**src/hw/rtl/mtds_pkg.sv**
```systemverilog
// ---------------------------------------------------------------------------
// mtds_pkg
// Shared types and codes for the multi-channel touch debounce and swipe block.
// ---------------------------------------------------------------------------
`default_nettype none

package mtds_pkg;

    // Event kinds carried on the result channel
    localparam logic [1:0] KIND_TOUCH     = 2'd0;
    localparam logic [1:0] KIND_RELEASE   = 2'd1;
    localparam logic [1:0] KIND_SWIPE_POS = 2'd2;
    localparam logic [1:0] KIND_SWIPE_NEG = 2'd3;

    // Configuration register indexes
    localparam logic [1:0] CFG_TOUCH_THRESHOLD = 2'd0;
    localparam logic [1:0] CFG_ACTIVE_CHANNELS = 2'd1;
    localparam logic [1:0] CFG_SWIPE_MAX_GAP   = 2'd2;
    localparam logic [1:0] CFG_RESTART_GAP     = 2'd3;

    // Reset values of the configuration registers
    localparam logic [15:0] RST_TOUCH_THRESHOLD = 16'd100;
    localparam logic [4:0]  RST_ACTIVE_CHANNELS = 5'd16;
    localparam logic [15:0] RST_SWIPE_MAX_GAP   = 16'd500;
    localparam logic [15:0] RST_RESTART_GAP     = 16'd500;

    // Flags from the shared time-difference unit
    typedef struct packed {
        logic too_far;   // magnitude (or plain age) above the limit
        logic is_neg;    // difference negative as signed 32 bits
        logic is_pos;    // difference positive and nonzero
    } t_gap_res;

endpackage : mtds_pkg

`default_nettype wire

```
**src/hw/rtl/mtds_gap_unit.sv**
```systemverilog
// ---------------------------------------------------------------------------
// mtds_gap_unit
// Shared time-difference unit: subtract two 32-bit times modulo 2^32,
// optionally take the signed magnitude, and compare against a 16-bit limit.
// ---------------------------------------------------------------------------
`default_nettype none

module mtds_gap_unit (
    input  wire logic [31:0]       i_a,
    input  wire logic [31:0]       i_b,
    input  wire logic              i_use_abs,
    input  wire logic [15:0]       i_limit,
    output mtds_pkg::t_gap_res     o_res
);

    logic [31:0] w_diff;
    logic [31:0] w_mag;

    // a - b wraps; magnitude of the most negative value stays 2^31
    assign w_diff = i_a - i_b;
    assign w_mag  = (i_use_abs && w_diff[31]) ? (32'd0 - w_diff) : w_diff;

    assign o_res.too_far = (w_mag > {16'd0, i_limit});
    assign o_res.is_neg  = w_diff[31];
    assign o_res.is_pos  = !w_diff[31] && (w_diff != 32'd0);

endmodule : mtds_gap_unit

`default_nettype wire

```
**src/hw/rtl/multi_touch_debounce_swipe.sv**
```systemverilog
// ---------------------------------------------------------------------------
// multi_touch_debounce_swipe
// Per-channel touch debouncer with touch/release events and swipe detection
// over the gesture start times of all active channels.
// ---------------------------------------------------------------------------
//  Channel   Handshake                     Beat contents
//  ------    ---------------------------   --------------------------------------
//  input     i_in_valid / o_in_ready       i_channel_index, i_reading, i_now_ms
//  result    o_out_valid / i_out_ready     o_event_kind, o_event_channel,
//                                          o_last_of_run
//  config    i_cfg_we (no wait)            i_cfg_idx, i_cfg_wdata
//
//  An ignored reading or one with no change ends in its accept cycle; a release
//  then loads its beat. A touch: accept, an age check, then a walk over the n
//  active channels (one start-time read and one shared subtract/compare per
//  cycle), then one or two loads; the walk is cut short when a gap fails, and
//  skipped when under three channels are active. Input is not ready until the
//  item is done; a load waits while the last beat is held. Sync reset.
// ---------------------------------------------------------------------------
`default_nettype none

module multi_touch_debounce_swipe #(
    parameter int MAX_CHANNELS = 16
) (
    input  wire logic        i_clk,
    input  wire logic        i_rst_n,
    // configuration
    input  wire logic        i_cfg_we,
    input  wire logic [1:0]  i_cfg_idx,
    input  wire logic [15:0] i_cfg_wdata,
    // readings
    input  wire logic        i_in_valid,
    output logic             o_in_ready,
    input  wire logic [3:0]  i_channel_index,
    input  wire logic [15:0] i_reading,
    input  wire logic [31:0] i_now_ms,
    // events
    output logic             o_out_valid,
    input  wire logic        i_out_ready,
    output logic [1:0]       o_event_kind,
    output logic [3:0]       o_event_channel,
    output logic             o_last_of_run
);

    // widths: address, channel count, count compare
    localparam int LP_IW = $clog2(MAX_CHANNELS);
    localparam int LP_CW = $clog2(MAX_CHANNELS + 1);
    localparam int LP_NW = (LP_CW > 5) ? LP_CW : 5;

    localparam logic [LP_NW-1:0]   LP_MAX_N  = LP_NW'(MAX_CHANNELS);
    localparam logic [LP_NW-1:0]   LP_MIN_SW = LP_NW'(3);
    localparam logic signed [LP_NW:0] LP_NET_POS = (LP_NW+1)'(2);
    localparam logic signed [LP_NW:0] LP_NET_NEG = -((LP_NW+1)'(2));

    // sequencer states
    localparam logic [2:0] ST_IDLE   = 3'd0;
    localparam logic [2:0] ST_AGE    = 3'd1;
    localparam logic [2:0] ST_SCAN   = 3'd2;
    localparam logic [2:0] ST_EMIT_T = 3'd3;
    localparam logic [2:0] ST_EMIT_S = 3'd4;
    localparam logic [2:0] ST_EMIT_R = 3'd5;

    // configuration registers
    logic [15:0] r_threshold;
    logic [4:0]  r_active;
    logic [15:0] r_swipe_gap;
    logic [15:0] r_restart_gap;

    always_ff @(posedge i_clk) begin
        if (!i_rst_n) begin
            r_threshold   <= mtds_pkg::RST_TOUCH_THRESHOLD;
            r_active      <= mtds_pkg::RST_ACTIVE_CHANNELS;
            r_swipe_gap   <= mtds_pkg::RST_SWIPE_MAX_GAP;
            r_restart_gap <= mtds_pkg::RST_RESTART_GAP;
        end else if (i_cfg_we) begin
            case (i_cfg_idx)
                mtds_pkg::CFG_TOUCH_THRESHOLD: r_threshold   <= i_cfg_wdata;
                mtds_pkg::CFG_ACTIVE_CHANNELS: r_active      <= i_cfg_wdata[4:0];
                mtds_pkg::CFG_SWIPE_MAX_GAP:   r_swipe_gap   <= i_cfg_wdata;
                mtds_pkg::CFG_RESTART_GAP:     r_restart_gap <= i_cfg_wdata;
                default: ;
            endcase
        end
    end

    // effective channel count, clamped to the build size
    logic [LP_NW-1:0] w_active_ext;
    logic [LP_NW-1:0] w_n;
    assign w_active_ext = LP_NW'(r_active);
    assign w_n          = (w_active_ext > LP_MAX_N) ? LP_MAX_N : w_active_ext;

    // control and datapath registers
    logic [2:0]              r_state, n_state;
    logic [3:0]              r_ch;
    logic [LP_IW-1:0]        r_ch_addr;
    logic [31:0]             r_now;
    logic [1:0]              r_press [MAX_CHANNELS];
    logic [MAX_CHANNELS-1:0] r_vld;
    logic [LP_NW-1:0]        r_idx;
    logic                    r_pend, r_pfirst, r_plast;
    logic [31:0]             r_prev;
    logic signed [LP_NW:0]   r_net;
    logic                    r_tlast;
    logic [1:0]              r_skind;
    logic                    r_ovld;
    logic [1:0]              r_okind;
    logic [3:0]              r_ochan;
    logic                    r_olast;

    // start-time memory with registered read
    logic [31:0]             r_start_mem [MAX_CHANNELS];
    logic [31:0]             r_rd_data;
    logic                    r_rd_vld;
    logic [31:0]             w_rd;

    // incoming channel decode
    logic [LP_NW-1:0] w_ch_ext;
    logic [LP_IW-1:0] w_ch_addr;
    logic             w_accept;
    logic             w_in_range;
    assign w_ch_ext   = LP_NW'(i_channel_index);
    assign w_ch_addr  = w_ch_ext[LP_IW-1:0];
    assign w_accept   = i_in_valid && o_in_ready;
    assign w_in_range = (w_ch_ext < w_n);

    // debounce counter step
    logic [1:0] w_cnt, w_cnt_new;
    logic       w_was, w_is;
    always_comb begin
        w_cnt = r_press[w_ch_addr];
        if (i_reading > r_threshold) begin
            w_cnt_new = (w_cnt < 2'd2) ? (w_cnt + 2'd1) : 2'd2;
        end else begin
            w_cnt_new = (w_cnt > 2'd0) ? (w_cnt - 2'd1) : 2'd0;
        end
        w_was = (w_cnt != 2'd0);
        w_is  = (w_cnt_new != 2'd0);
    end

    // shared difference unit: age check in AGE, neighbor gaps in SCAN
    mtds_pkg::t_gap_res w_gap;
    logic               w_age_st;
    assign w_age_st = (r_state == ST_AGE);

    mtds_gap_unit u_gap (
        .i_a       (w_age_st ? r_now : w_rd),
        .i_b       (w_age_st ? w_rd : r_prev),
        .i_use_abs (!w_age_st),
        .i_limit   (w_age_st ? r_restart_gap : r_swipe_gap),
        .o_res     (w_gap)
    );

    assign w_rd = r_rd_vld ? r_rd_data : 32'd0;

    // walk bookkeeping
    logic                  w_issue;
    logic                  w_step;      // a neighbor pair is evaluated this cycle
    logic signed [LP_NW:0] w_net_next;
    logic [LP_IW-1:0]      w_rd_addr;
    logic                  w_can_push;
    logic                  w_mem_we;

    assign w_issue   = (r_state == ST_SCAN) && (r_idx < w_n);
    assign w_step    = (r_state == ST_SCAN) && r_pend && !r_pfirst;
    assign w_rd_addr = (r_state == ST_IDLE) ? w_ch_addr : r_idx[LP_IW-1:0];
    assign w_can_push = !r_ovld || i_out_ready;
    assign w_mem_we  = w_age_st && w_gap.too_far;

    always_comb begin
        w_net_next = r_net;
        if (w_gap.is_neg) begin
            w_net_next = r_net - (LP_NW+1)'(1);
        end else if (w_gap.is_pos) begin
            w_net_next = r_net + (LP_NW+1)'(1);
        end
    end

    // next state
    always_comb begin
        n_state = r_state;
        case (r_state)
            ST_IDLE: begin
                if (w_accept && w_in_range && (w_is != w_was)) begin
                    n_state = w_is ? ST_AGE : ST_EMIT_R;
                end
            end
            ST_AGE: begin
                n_state = (w_n < LP_MIN_SW) ? ST_EMIT_T : ST_SCAN;
            end
            ST_SCAN: begin
                if (w_step && (w_gap.too_far || r_plast)) begin
                    n_state = ST_EMIT_T;
                end
            end
            ST_EMIT_T: begin
                if (w_can_push) begin
                    n_state = r_tlast ? ST_IDLE : ST_EMIT_S;
                end
            end
            ST_EMIT_S, ST_EMIT_R: begin
                if (w_can_push) begin
                    n_state = ST_IDLE;
                end
            end
            default: n_state = ST_IDLE;
        endcase
    end

    assign o_in_ready = (r_state == ST_IDLE);

    // memory port
    always_ff @(posedge i_clk) begin
        if (w_mem_we) begin
            r_start_mem[r_ch_addr] <= r_now;
        end
        r_rd_data <= r_start_mem[w_rd_addr];
        r_rd_vld  <= r_vld[w_rd_addr];
    end

    // item capture and walk datapath
    always_ff @(posedge i_clk) begin
        if (w_accept) begin
            r_ch      <= i_channel_index;
            r_ch_addr <= w_ch_addr;
            r_now     <= i_now_ms;
        end
        if (w_age_st) begin
            r_idx   <= '0;
            r_net   <= '0;
            r_tlast <= 1'b1;
        end else if (r_state == ST_SCAN) begin
            if (w_issue) begin
                r_idx <= r_idx + LP_NW'(1);
            end
            if (r_pend && r_pfirst) begin
                r_prev <= w_rd;
            end
            if (w_step) begin
                r_prev <= w_rd;
                r_net  <= w_net_next;
                if (!w_gap.too_far && r_plast) begin
                    if (w_net_next >= LP_NET_POS) begin
                        r_tlast <= 1'b0;
                        r_skind <= mtds_pkg::KIND_SWIPE_POS;
                    end else if (w_net_next <= LP_NET_NEG) begin
                        r_tlast <= 1'b0;
                        r_skind <= mtds_pkg::KIND_SWIPE_NEG;
                    end
                end
            end
        end
    end

    // control state: sequencer, read pipeline flags, counters, valid bits
    always_ff @(posedge i_clk) begin
        if (!i_rst_n) begin
            r_state  <= ST_IDLE;
            r_pend   <= 1'b0;
            r_pfirst <= 1'b0;
            r_plast  <= 1'b0;
            r_vld    <= '0;
            for (int i = 0; i < MAX_CHANNELS; i++) begin
                r_press[i] <= 2'd0;
            end
        end else begin
            r_state  <= n_state;
            r_pend   <= w_issue;
            r_pfirst <= (r_idx == '0);
            r_plast  <= (r_idx == (w_n - LP_NW'(1)));
            if (w_accept && w_in_range) begin
                r_press[w_ch_addr] <= w_cnt_new;
            end
            if (w_mem_we) begin
                r_vld[r_ch_addr] <= 1'b1;
            end
            // a completed walk clears every active start time
            if (w_step && !w_gap.too_far && r_plast) begin
                for (int i = 0; i < MAX_CHANNELS; i++) begin
                    if (LP_NW'(i) < w_n) begin
                        r_vld[i] <= 1'b0;
                    end
                end
            end
        end
    end

    // result register
    logic       w_push;
    logic [1:0] w_push_kind;
    logic [3:0] w_push_chan;
    logic       w_push_last;
    always_comb begin
        w_push      = w_can_push &&
                      ((r_state == ST_EMIT_T) || (r_state == ST_EMIT_S) ||
                       (r_state == ST_EMIT_R));
        w_push_kind = mtds_pkg::KIND_TOUCH;
        w_push_chan = r_ch;
        w_push_last = 1'b1;
        case (r_state)
            ST_EMIT_T: w_push_last = r_tlast;
            ST_EMIT_S: begin
                w_push_kind = r_skind;
                w_push_chan = 4'd0;
            end
            ST_EMIT_R: w_push_kind = mtds_pkg::KIND_RELEASE;
            default: ;
        endcase
    end

    always_ff @(posedge i_clk) begin
        if (!i_rst_n) begin
            r_ovld <= 1'b0;
        end else if (w_push) begin
            r_ovld <= 1'b1;
        end else if (i_out_ready) begin
            r_ovld <= 1'b0;
        end
    end

    always_ff @(posedge i_clk) begin
        if (w_push) begin
            r_okind <= w_push_kind;
            r_ochan <= w_push_chan;
            r_olast <= w_push_last;
        end
    end

    assign o_out_valid     = r_ovld;
    assign o_event_kind    = r_okind;
    assign o_event_channel = r_ochan;
    assign o_last_of_run   = r_olast;

endmodule : multi_touch_debounce_swipe

`default_nettype wire
```
**config.mk**
```make
export PLATFORM = sky130hd
export DESIGN_NAME = multi_touch_debounce_swipe
export DESIGN_NICKNAME = d
export VERILOG_FILES = /design/src/hw/rtl/mtds_pkg.sv /design/src/hw/rtl/mtds_gap_unit.sv /design/src/hw/rtl/multi_touch_debounce_swipe.sv
export SDC_FILE = /design/constraint.sdc
export NUM_CORES = 1
export LEC_CHECK = 0
export BUFFER_PORTS_ARGS = -buffer_cell sky130_fd_sc_hd__clkbuf_2
export CORE_AREA = 2 2 276 278
export CTS_BUF_LIST = sky130_fd_sc_hd__clkbuf_8
export DETAILED_ROUTE_END_ITERATION = 10
export DIE_AREA = 0 0 278 280
export HOLD_SLACK_MARGIN = 0.05
export MAX_ROUTING_LAYER = met4
export PLACE_DENSITY = 0.68
export SYNTH_ARGS = -nofsm -noshare
export SYNTH_HDL_FRONTEND = slang
export SYNTH_SLANG_ARGS = --single-unit
```
**constraint.sdc**
```tcl
create_clock -name i_clk -period 9.2 [get_ports i_clk]
set_clock_uncertainty 0.15 [all_clocks]
set_input_delay 0.46 -clock i_clk [delete_from_list [all_inputs] [get_ports i_clk]]
set_output_delay 0.46 -clock i_clk [all_outputs]
set_load 0.03 [all_outputs]
```
==> impl_metrics.csv, run 1 <==
group,metric,value,unit
status,status,"complete, no violations",
clock_tree,cts.sinks,741,
logic_synthesis,syn_area,33400,um^2
critical_path,path_max_fanout,53,
timing,finalSetupViolCount,0,
logic_synthesis,synth_top_area_share,55.8,%
logic_synthesis,synth_top_area_cell,"edfxtp_1",
logic_synthesis,syn-num-nets,2642,
power_and_ir_drop,power_density,323,nW/um^2
global_route,overflow,0,
logic_synthesis,synthCells,2488,
layout,fin_area,37700,um^2
power_and_ir_drop,p_leak,13.3,nW
clock_tree,clock_latency,0.76,ns
die,die_area,77800,um^2
critical_path,arrival,7.94,ns
global_route,grt_usage,21.7,%
global_route,use_met3,2.95,%
route,vias,21300,
power_and_ir_drop,p_total,0.0122,W
logic_synthesis,synthArstFlopShare,0,%
global_route,grt_pass1_wl,127000,um
logic_synthesis,postSynthAreaPerCell,13.4,um^2
timing,period_minus_slack,7.67,ns
global_route,gr-usage-met1,28.1,%
critical_path,worst_setup_path_start_kind,"flip-flop",
clock_tree,htreeDepth,3,
power_and_ir_drop,vdd_drop_max,269,uV
clock_tree,cts_tree,"done",
logic_synthesis,ys_types,84,
timing,fmax,130,MHz
layout,area_growth,12.9,%
clock_tree,clockBufferDepth,3,
die,num_rows,101,
die,core_area,75200,um^2
clock_tree,root_buffer,"clkbuf_8",
timing,hold_violations,0,
route,dr.first_iter.drc_count,1949,
logic_synthesis,synth_area_leaders,"edfxtp_1, mux4_2, dfxtp_1",
timing,rsz0062_at_grt,"false",
logic_synthesis,synth_ff_type,"edfxtp_1",
clock_tree,cts_resized,0,
route,wirelength,82000,um
flow_run,cap_violations,0,
critical_path,r2r_slack,1.53,ns
clock_tree,cts_hold_buf,52,
global_route,grt_max_degree,133,
critical_path,critPathRequiredTime,9.47,ns
route,route.detailed.drc,0,
global_route,grt_pass1_vias,21700,
hold_path,hp-class,"primary input to flip-flop",
die,fp.dieW,278,um
logic_synthesis,synth_warnings,0,
timing,timing.final.crit_share,83.3,%
layout,drive_gt1_share,16.9,%
global_route,antenna_found_initial,1,
critical_path,critPathKind,"flip-flop to flip-flop",
layout,finalNetCount,2799,
placed_design,gp_congestion,0.913,
clock_tree,path_clk_slew,0.06,ns
placed_design,hpwlAfterDp,51700,um
route,wire_per_inst,22.0,um
placed_design,port_buffers,83,
logic_synthesis,synth-seq-cells,741,
route,vias_per_cell,5.71,
die,fp.dieH,280,um
die,initial_utilization,44.4,%
logic_synthesis,ys_seq_area_share,63.1,%
timing,worst_pin_slew,1.20,ns
clock_tree,post_cts_buffers,0,
route,dr.pass1.iters,5,
route,ant_nets,0,
logic_synthesis,synth_most_common_cell,"edfxtp_1",
clock_tree,cts_inserted_buffers,118,
placed_design,placed_cell_area,34900,um^2
global_route,busiest_layer,"met2",
global_route,grt_use_met2,35.0,%
timing,maxSlewHeadroom,19.8,%
die,ioPinCount,84,
critical_path,end_kind,"flip-flop",
logic_synthesis,synth_edf_count,620,
logic_synthesis,synthTopCellsByCount,"edfxtp_1, nand2_1, nor2_1",
timing,slew_violations,0,
timing,fin_setup_tns,0,ns
## report_power, final
part | switching (W) | internal [W] | leakage, nW | total, W
sequential | 0.000245 | 0.00402 | 6.64 | 0.00426
clock | 0.00134 | 0.00135 | 1.37 | 0.00269
combinational | 0.00320 | 0.00202 | 5.29 | 0.00522
## cells by family (layout without fill, tap and decap cells)
| kind of cell | after synthesis | count (layout) | share of synthesized area, % |
|---|---|---|---|
| fa+ha+maj | 79 | 79 | 2.98 |
| compound gates | 448 | 448 | 8.52 |
| flops | 741 | 741 | 63.1 |
| buf+inv | 235 | 498 | 2.71 |
| mux | 174 | 174 | 10.6 |
| simple gates | 757 | 757 | 10.7 |
| xor+xnor | 54 | 54 | 1.44 |
| other cells | 0 | 3 | 0 |
## worst max-delay path: stages, from the launching register on
cell and delay (ns):
dfxtp_1 0.39, nor2_1 0.28, and2_2 0.51, buf_4 0.54
o21ai_0 0.21, ha_1 0.49, nand4_1 0.19, or3_1 0.46
nand3b_1 0.21, a31o_2 0.27, o211ai_1 0.20, mux2_2 0.52
nand2_1 0.11, xor2_1 0.17, ha_1 0.27, a21o_1 0.16
nand3_1 0.08, a21oi_1 0.06, a2111oi_0 0.38, a21oi_1 0.16
a31oi_1 0.21, o211ai_1 0.11, nand4b_1 0.21, buf_4 0.23
o21ai_0 0.30, clkinv_1 0.11, buf_4 0.30
## routing by layer
| layer | vias up | wire length (um) |
|---|---|---|
| met4 | 0 | 2570 |
| met1 | 10700 | 35600 |
| met2 | 715 | 39400 |
| li1 | 9770 | - |
| met5 | - | 0 |
| met3 | 136 | 4410 |
## layout make-up
type	instances	area (um^2)
fillers	6295	37500
flip-flops and latches	741	21000
multi-input cells	1512	11500
clock buffers	126	1730
repair buffers	173	1250
well taps	978	1220
clock inverters	100	569
inverters	99	372
diodes	3	7.51
## state kept, by name, indices dropped and copies added (netlist names), 5 cells and up
register,cells
r_start_mem,512
r_now,32
r_press,32
r_prev,32
r_rd_data,32
r_restart_gap,16
r_swipe_gap,16
r_threshold,16
r_vld,16
r_net,6
r_active,5
r_idx,5
## layout by cell type (no fill, tap or decap), types with 7 or more instances in the layout
cell	count
and4_1	8
edfxtp_1	620
clkinv_2	17
nor2_1	144
or3_1	12
inv_1	133
o21ai_0	101
o21a_1	15
mux2i_1	25
xnor2_1	31
nand2b_1	18
o31ai_1	7
or2_2	16
nand3_1	36
nand2_1	336
ha_1	78
a21oi_1	125
nor3_1	42
and2_1	45
nand4_1	26
clkinv_1	37
buf_4	36
o21ai_1	7
a31oi_1	44
a221oi_1	16
dlygate4sd3_1	52
nor2b_1	19
clkbuf_8	126
a21o_1	12
and3_1	9
o211ai_1	17
clkbuf_2	83
nor4_1	12
xor2_1	22
mux4_2	142
dfxtp_1	121
a211oi_1	43
## final timing paths
| check | start | end | cells past startpoint |
|---|---|---|---|
| max | r_state[2] | r_start_mem[7][1] | 26 |
| min | i_cfg_idx[1] | r_threshold[1] | 4 |
| max reg2reg | r_state[2] | r_start_mem[7][1] | 26 |
| min reg2reg | r_threshold[9] | r_threshold[9] | 2 |
## per-stage QoR
stage,hold WS (ns),utilization (%),instances,worst slack [ns]
finish,0.131,50.1,3732,1.53
global placement,0.292,46.4,3451,1.72
floorplan,0.286,-,2488,2.03
detailed placement,0.297,46.4,3451,1.64
global route,0.115,50.1,3732,0.895
CTS,0.0526,50.1,3729,1.59
Power figures use the tool's default switching activity.
==> inputs of run 2 (changes only) <==
Settings changed: PLACE_DENSITY 0.68 to 0.7.
Clock period 9.2 ns to 6.9 ns, I/O delays scaled along.
==> run 2 against run 1 <==
Compared with the run above:
- die area is the same
- first-iteration DRC count is 2.9% higher
- worst hold slack better by 0.012 ns
- utilization increased by 0.98 points
- sequential power increased by 32%
- sequential share of layout area shrank 1.1 points
- total power is 37% higher
- design area increased by 1.9%
- largest power group unchanged
- largest cell class unchanged
- clock power grew 38%
==> impl_metrics.csv, run 2 (synthesis gave the netlist of run 1 again) <==
group,metric,value,unit
critical_path,arrival,6.79,ns
power_and_ir_drop,power_density,436,nW/um^2
timing,finalSetupViolCount,0,
timing,hold_violations,0,
critical_path,worst_setup_path_start_kind,"flip-flop",
critical_path,path_max_fanout,32,
timing,maxSlewHeadroom,5.78,%
route,dr.first_iter.drc_count,2005,
clock_tree,path_clk_slew,0.06,ns
hold_path,holdPathStages,2,
die,die_area,77800,um^2
die,core_area,75200,um^2
global_route,overflow,0,
placed_design,dp_cells,3511,
layout,layout.cells.non_filler,3790,
global_route,grt_max_degree,133,
clock_tree,clock_latency,0.76,ns
route,route.detailed.drc,0,
route,wirelength,80700,um
power_and_ir_drop,p_leak,13.6,nW
critical_path,critPathKind,"flip-flop to flip-flop",
die,num_rows,101,
global_route,grt_pass1_wl,125000,um
critical_path,slowest_stage,"or4_1",
placed_design,port_buffers,83,
timing,period_minus_slack,6.49,ns
route,dr.pass1.iters,8,
die,fp.dieW,278,um
layout,top_register,"r_start_mem",
clock_tree,root_buffer,"clkbuf_8",
global_route,grt_pass1_vias,21900,
critical_path,reg2reg_depth,25,
clock_tree,cts_tree,"done",
critical_path,critPathRequiredTime,7.21,ns
critical_path,end_kind,"flip-flop",
flow_run,cap_violations,0,
route,vias,21600,
placed_design,dp_slack,0.0442,ns
die,ioPinCount,84,
hold_path,hp-class,"primary input to flip-flop",
critical_path,max_stage_delay,0.62,ns
clock_tree,clockBufferDepth,3,
timing,slew_violations,0,
layout,final_util,51.1,%
die,fp.dieH,280,um
layout,layout_common_cells,"edfxtp_1, nand2_1, nor2_1",
placed_design,gp_congestion,0.887,
route,ant_nets,0,
timing,fmax,154,MHz
status,status,"complete, no violations",
placed_design,hpwlAfterDp,54400,um
layout,area_growth,15.1,%
layout,final_common_cell,"edfxtp_1",
timing,worst_pin_slew,1.38,ns
route,wire_per_inst,21.3,um
power_and_ir_drop,vdd_drop_max,303,uV
route,vias_per_cell,5.71,
global_route,grt_usage,21.3,%
timing,worst_slack,0.412,ns
timing,fin_hold_ws,0.143,ns
layout,drive_gt1_share,19.0,%
clock_tree,cts_inserted_buffers,116,
layout,largest_reg_flops,512,
clock_tree,cts.sinks,741,
layout,finalNetCount,2864,
die,initial_utilization,44.4,%
timing,timing.final.crit_share,94.0,%
clock_tree,htreeDepth,3,
global_route,antenna_found_initial,1,
==> run 2: worst paths after layout <==
kind | slack [ns] | startpoint | to
worst max-delay path | 0.41 | r_state[2] | r_start_mem[15][29]
worst min-delay path | 0.14 | i_now_ms[17] | r_now[17]
worst max register to register | 0.41 | r_state[2] | r_start_mem[15][29]
worst min register to register | 0.30 | r_restart_gap[10] | r_restart_gap[10]
==> run 2: layout make-up <==
type | count | area [um^2]
antenna | 1 | 2.50
clock buffer | 129 | 1780
clock inverter | 90 | 608
fill | 6239 | 36800
inverter | 99 | 375
multi-input combinational | 1512 | 11500
sequential | 741 | 21000
tap | 978 | 1220
timing repair buffer | 240 | 1860
==> run 2: stage by stage <==
| stage | instance area [um^2] | TNS [ns] | total power (W) |
|---|---|---|---|
| 2_1_floorplan | 33400 | 0 | 0.0107 |
| 3_3_place_gp | 35400 | 0 | 0.0129 |
| 3_5_place_dp | 35400 | 0 | 0.0130 |
| 4_1_cts | 38300 | 0 | 0.0168 |
| 5_1_grt | 38400 | -2.26 | 0.0178 |
| 6_report | 38400 | 0 | 0.0167 |
==> run 2: critical path: cells and delay by family (launching register included) <==
family	cells	cell delay (ns)
adders and majority gates	2	0.82
buffers and inverters	4	0.76
DFF	1	0.33
xor gates and xnor gates	1	0.09
AOI/OAI and AO/OA	11	2.13
and+or+nand+nor	7	1.84
==> run 2: routing by layer <==
metal / vias up / global-route usage [%] / share of wire [%]
met4: 0 / 6.49 / 2.2
met5: - / - / 0
met1: 10800 / 28.5 / 43
li1: 9903 / - / -
met2: 848 / 33.6 / 47
met3: 120 / 3.71 / 7.7
==> run 2: power by group <==
part	leakage, nW	switching [W]	internal, W
Sequential	6.64	0.000252	0.00536
Combinational	5.62	0.00442	0.00300
Clock	1.37	0.00178	0.00193
==> run 2: what timing repair did <==
action,CTS,global route
hold buffers,58,0
buffers inserted,0,1
gates resized for setup,0,37
endpoints found under the setup margin,4,530
hold endpoints to repair,100,0
pin swaps,1,1
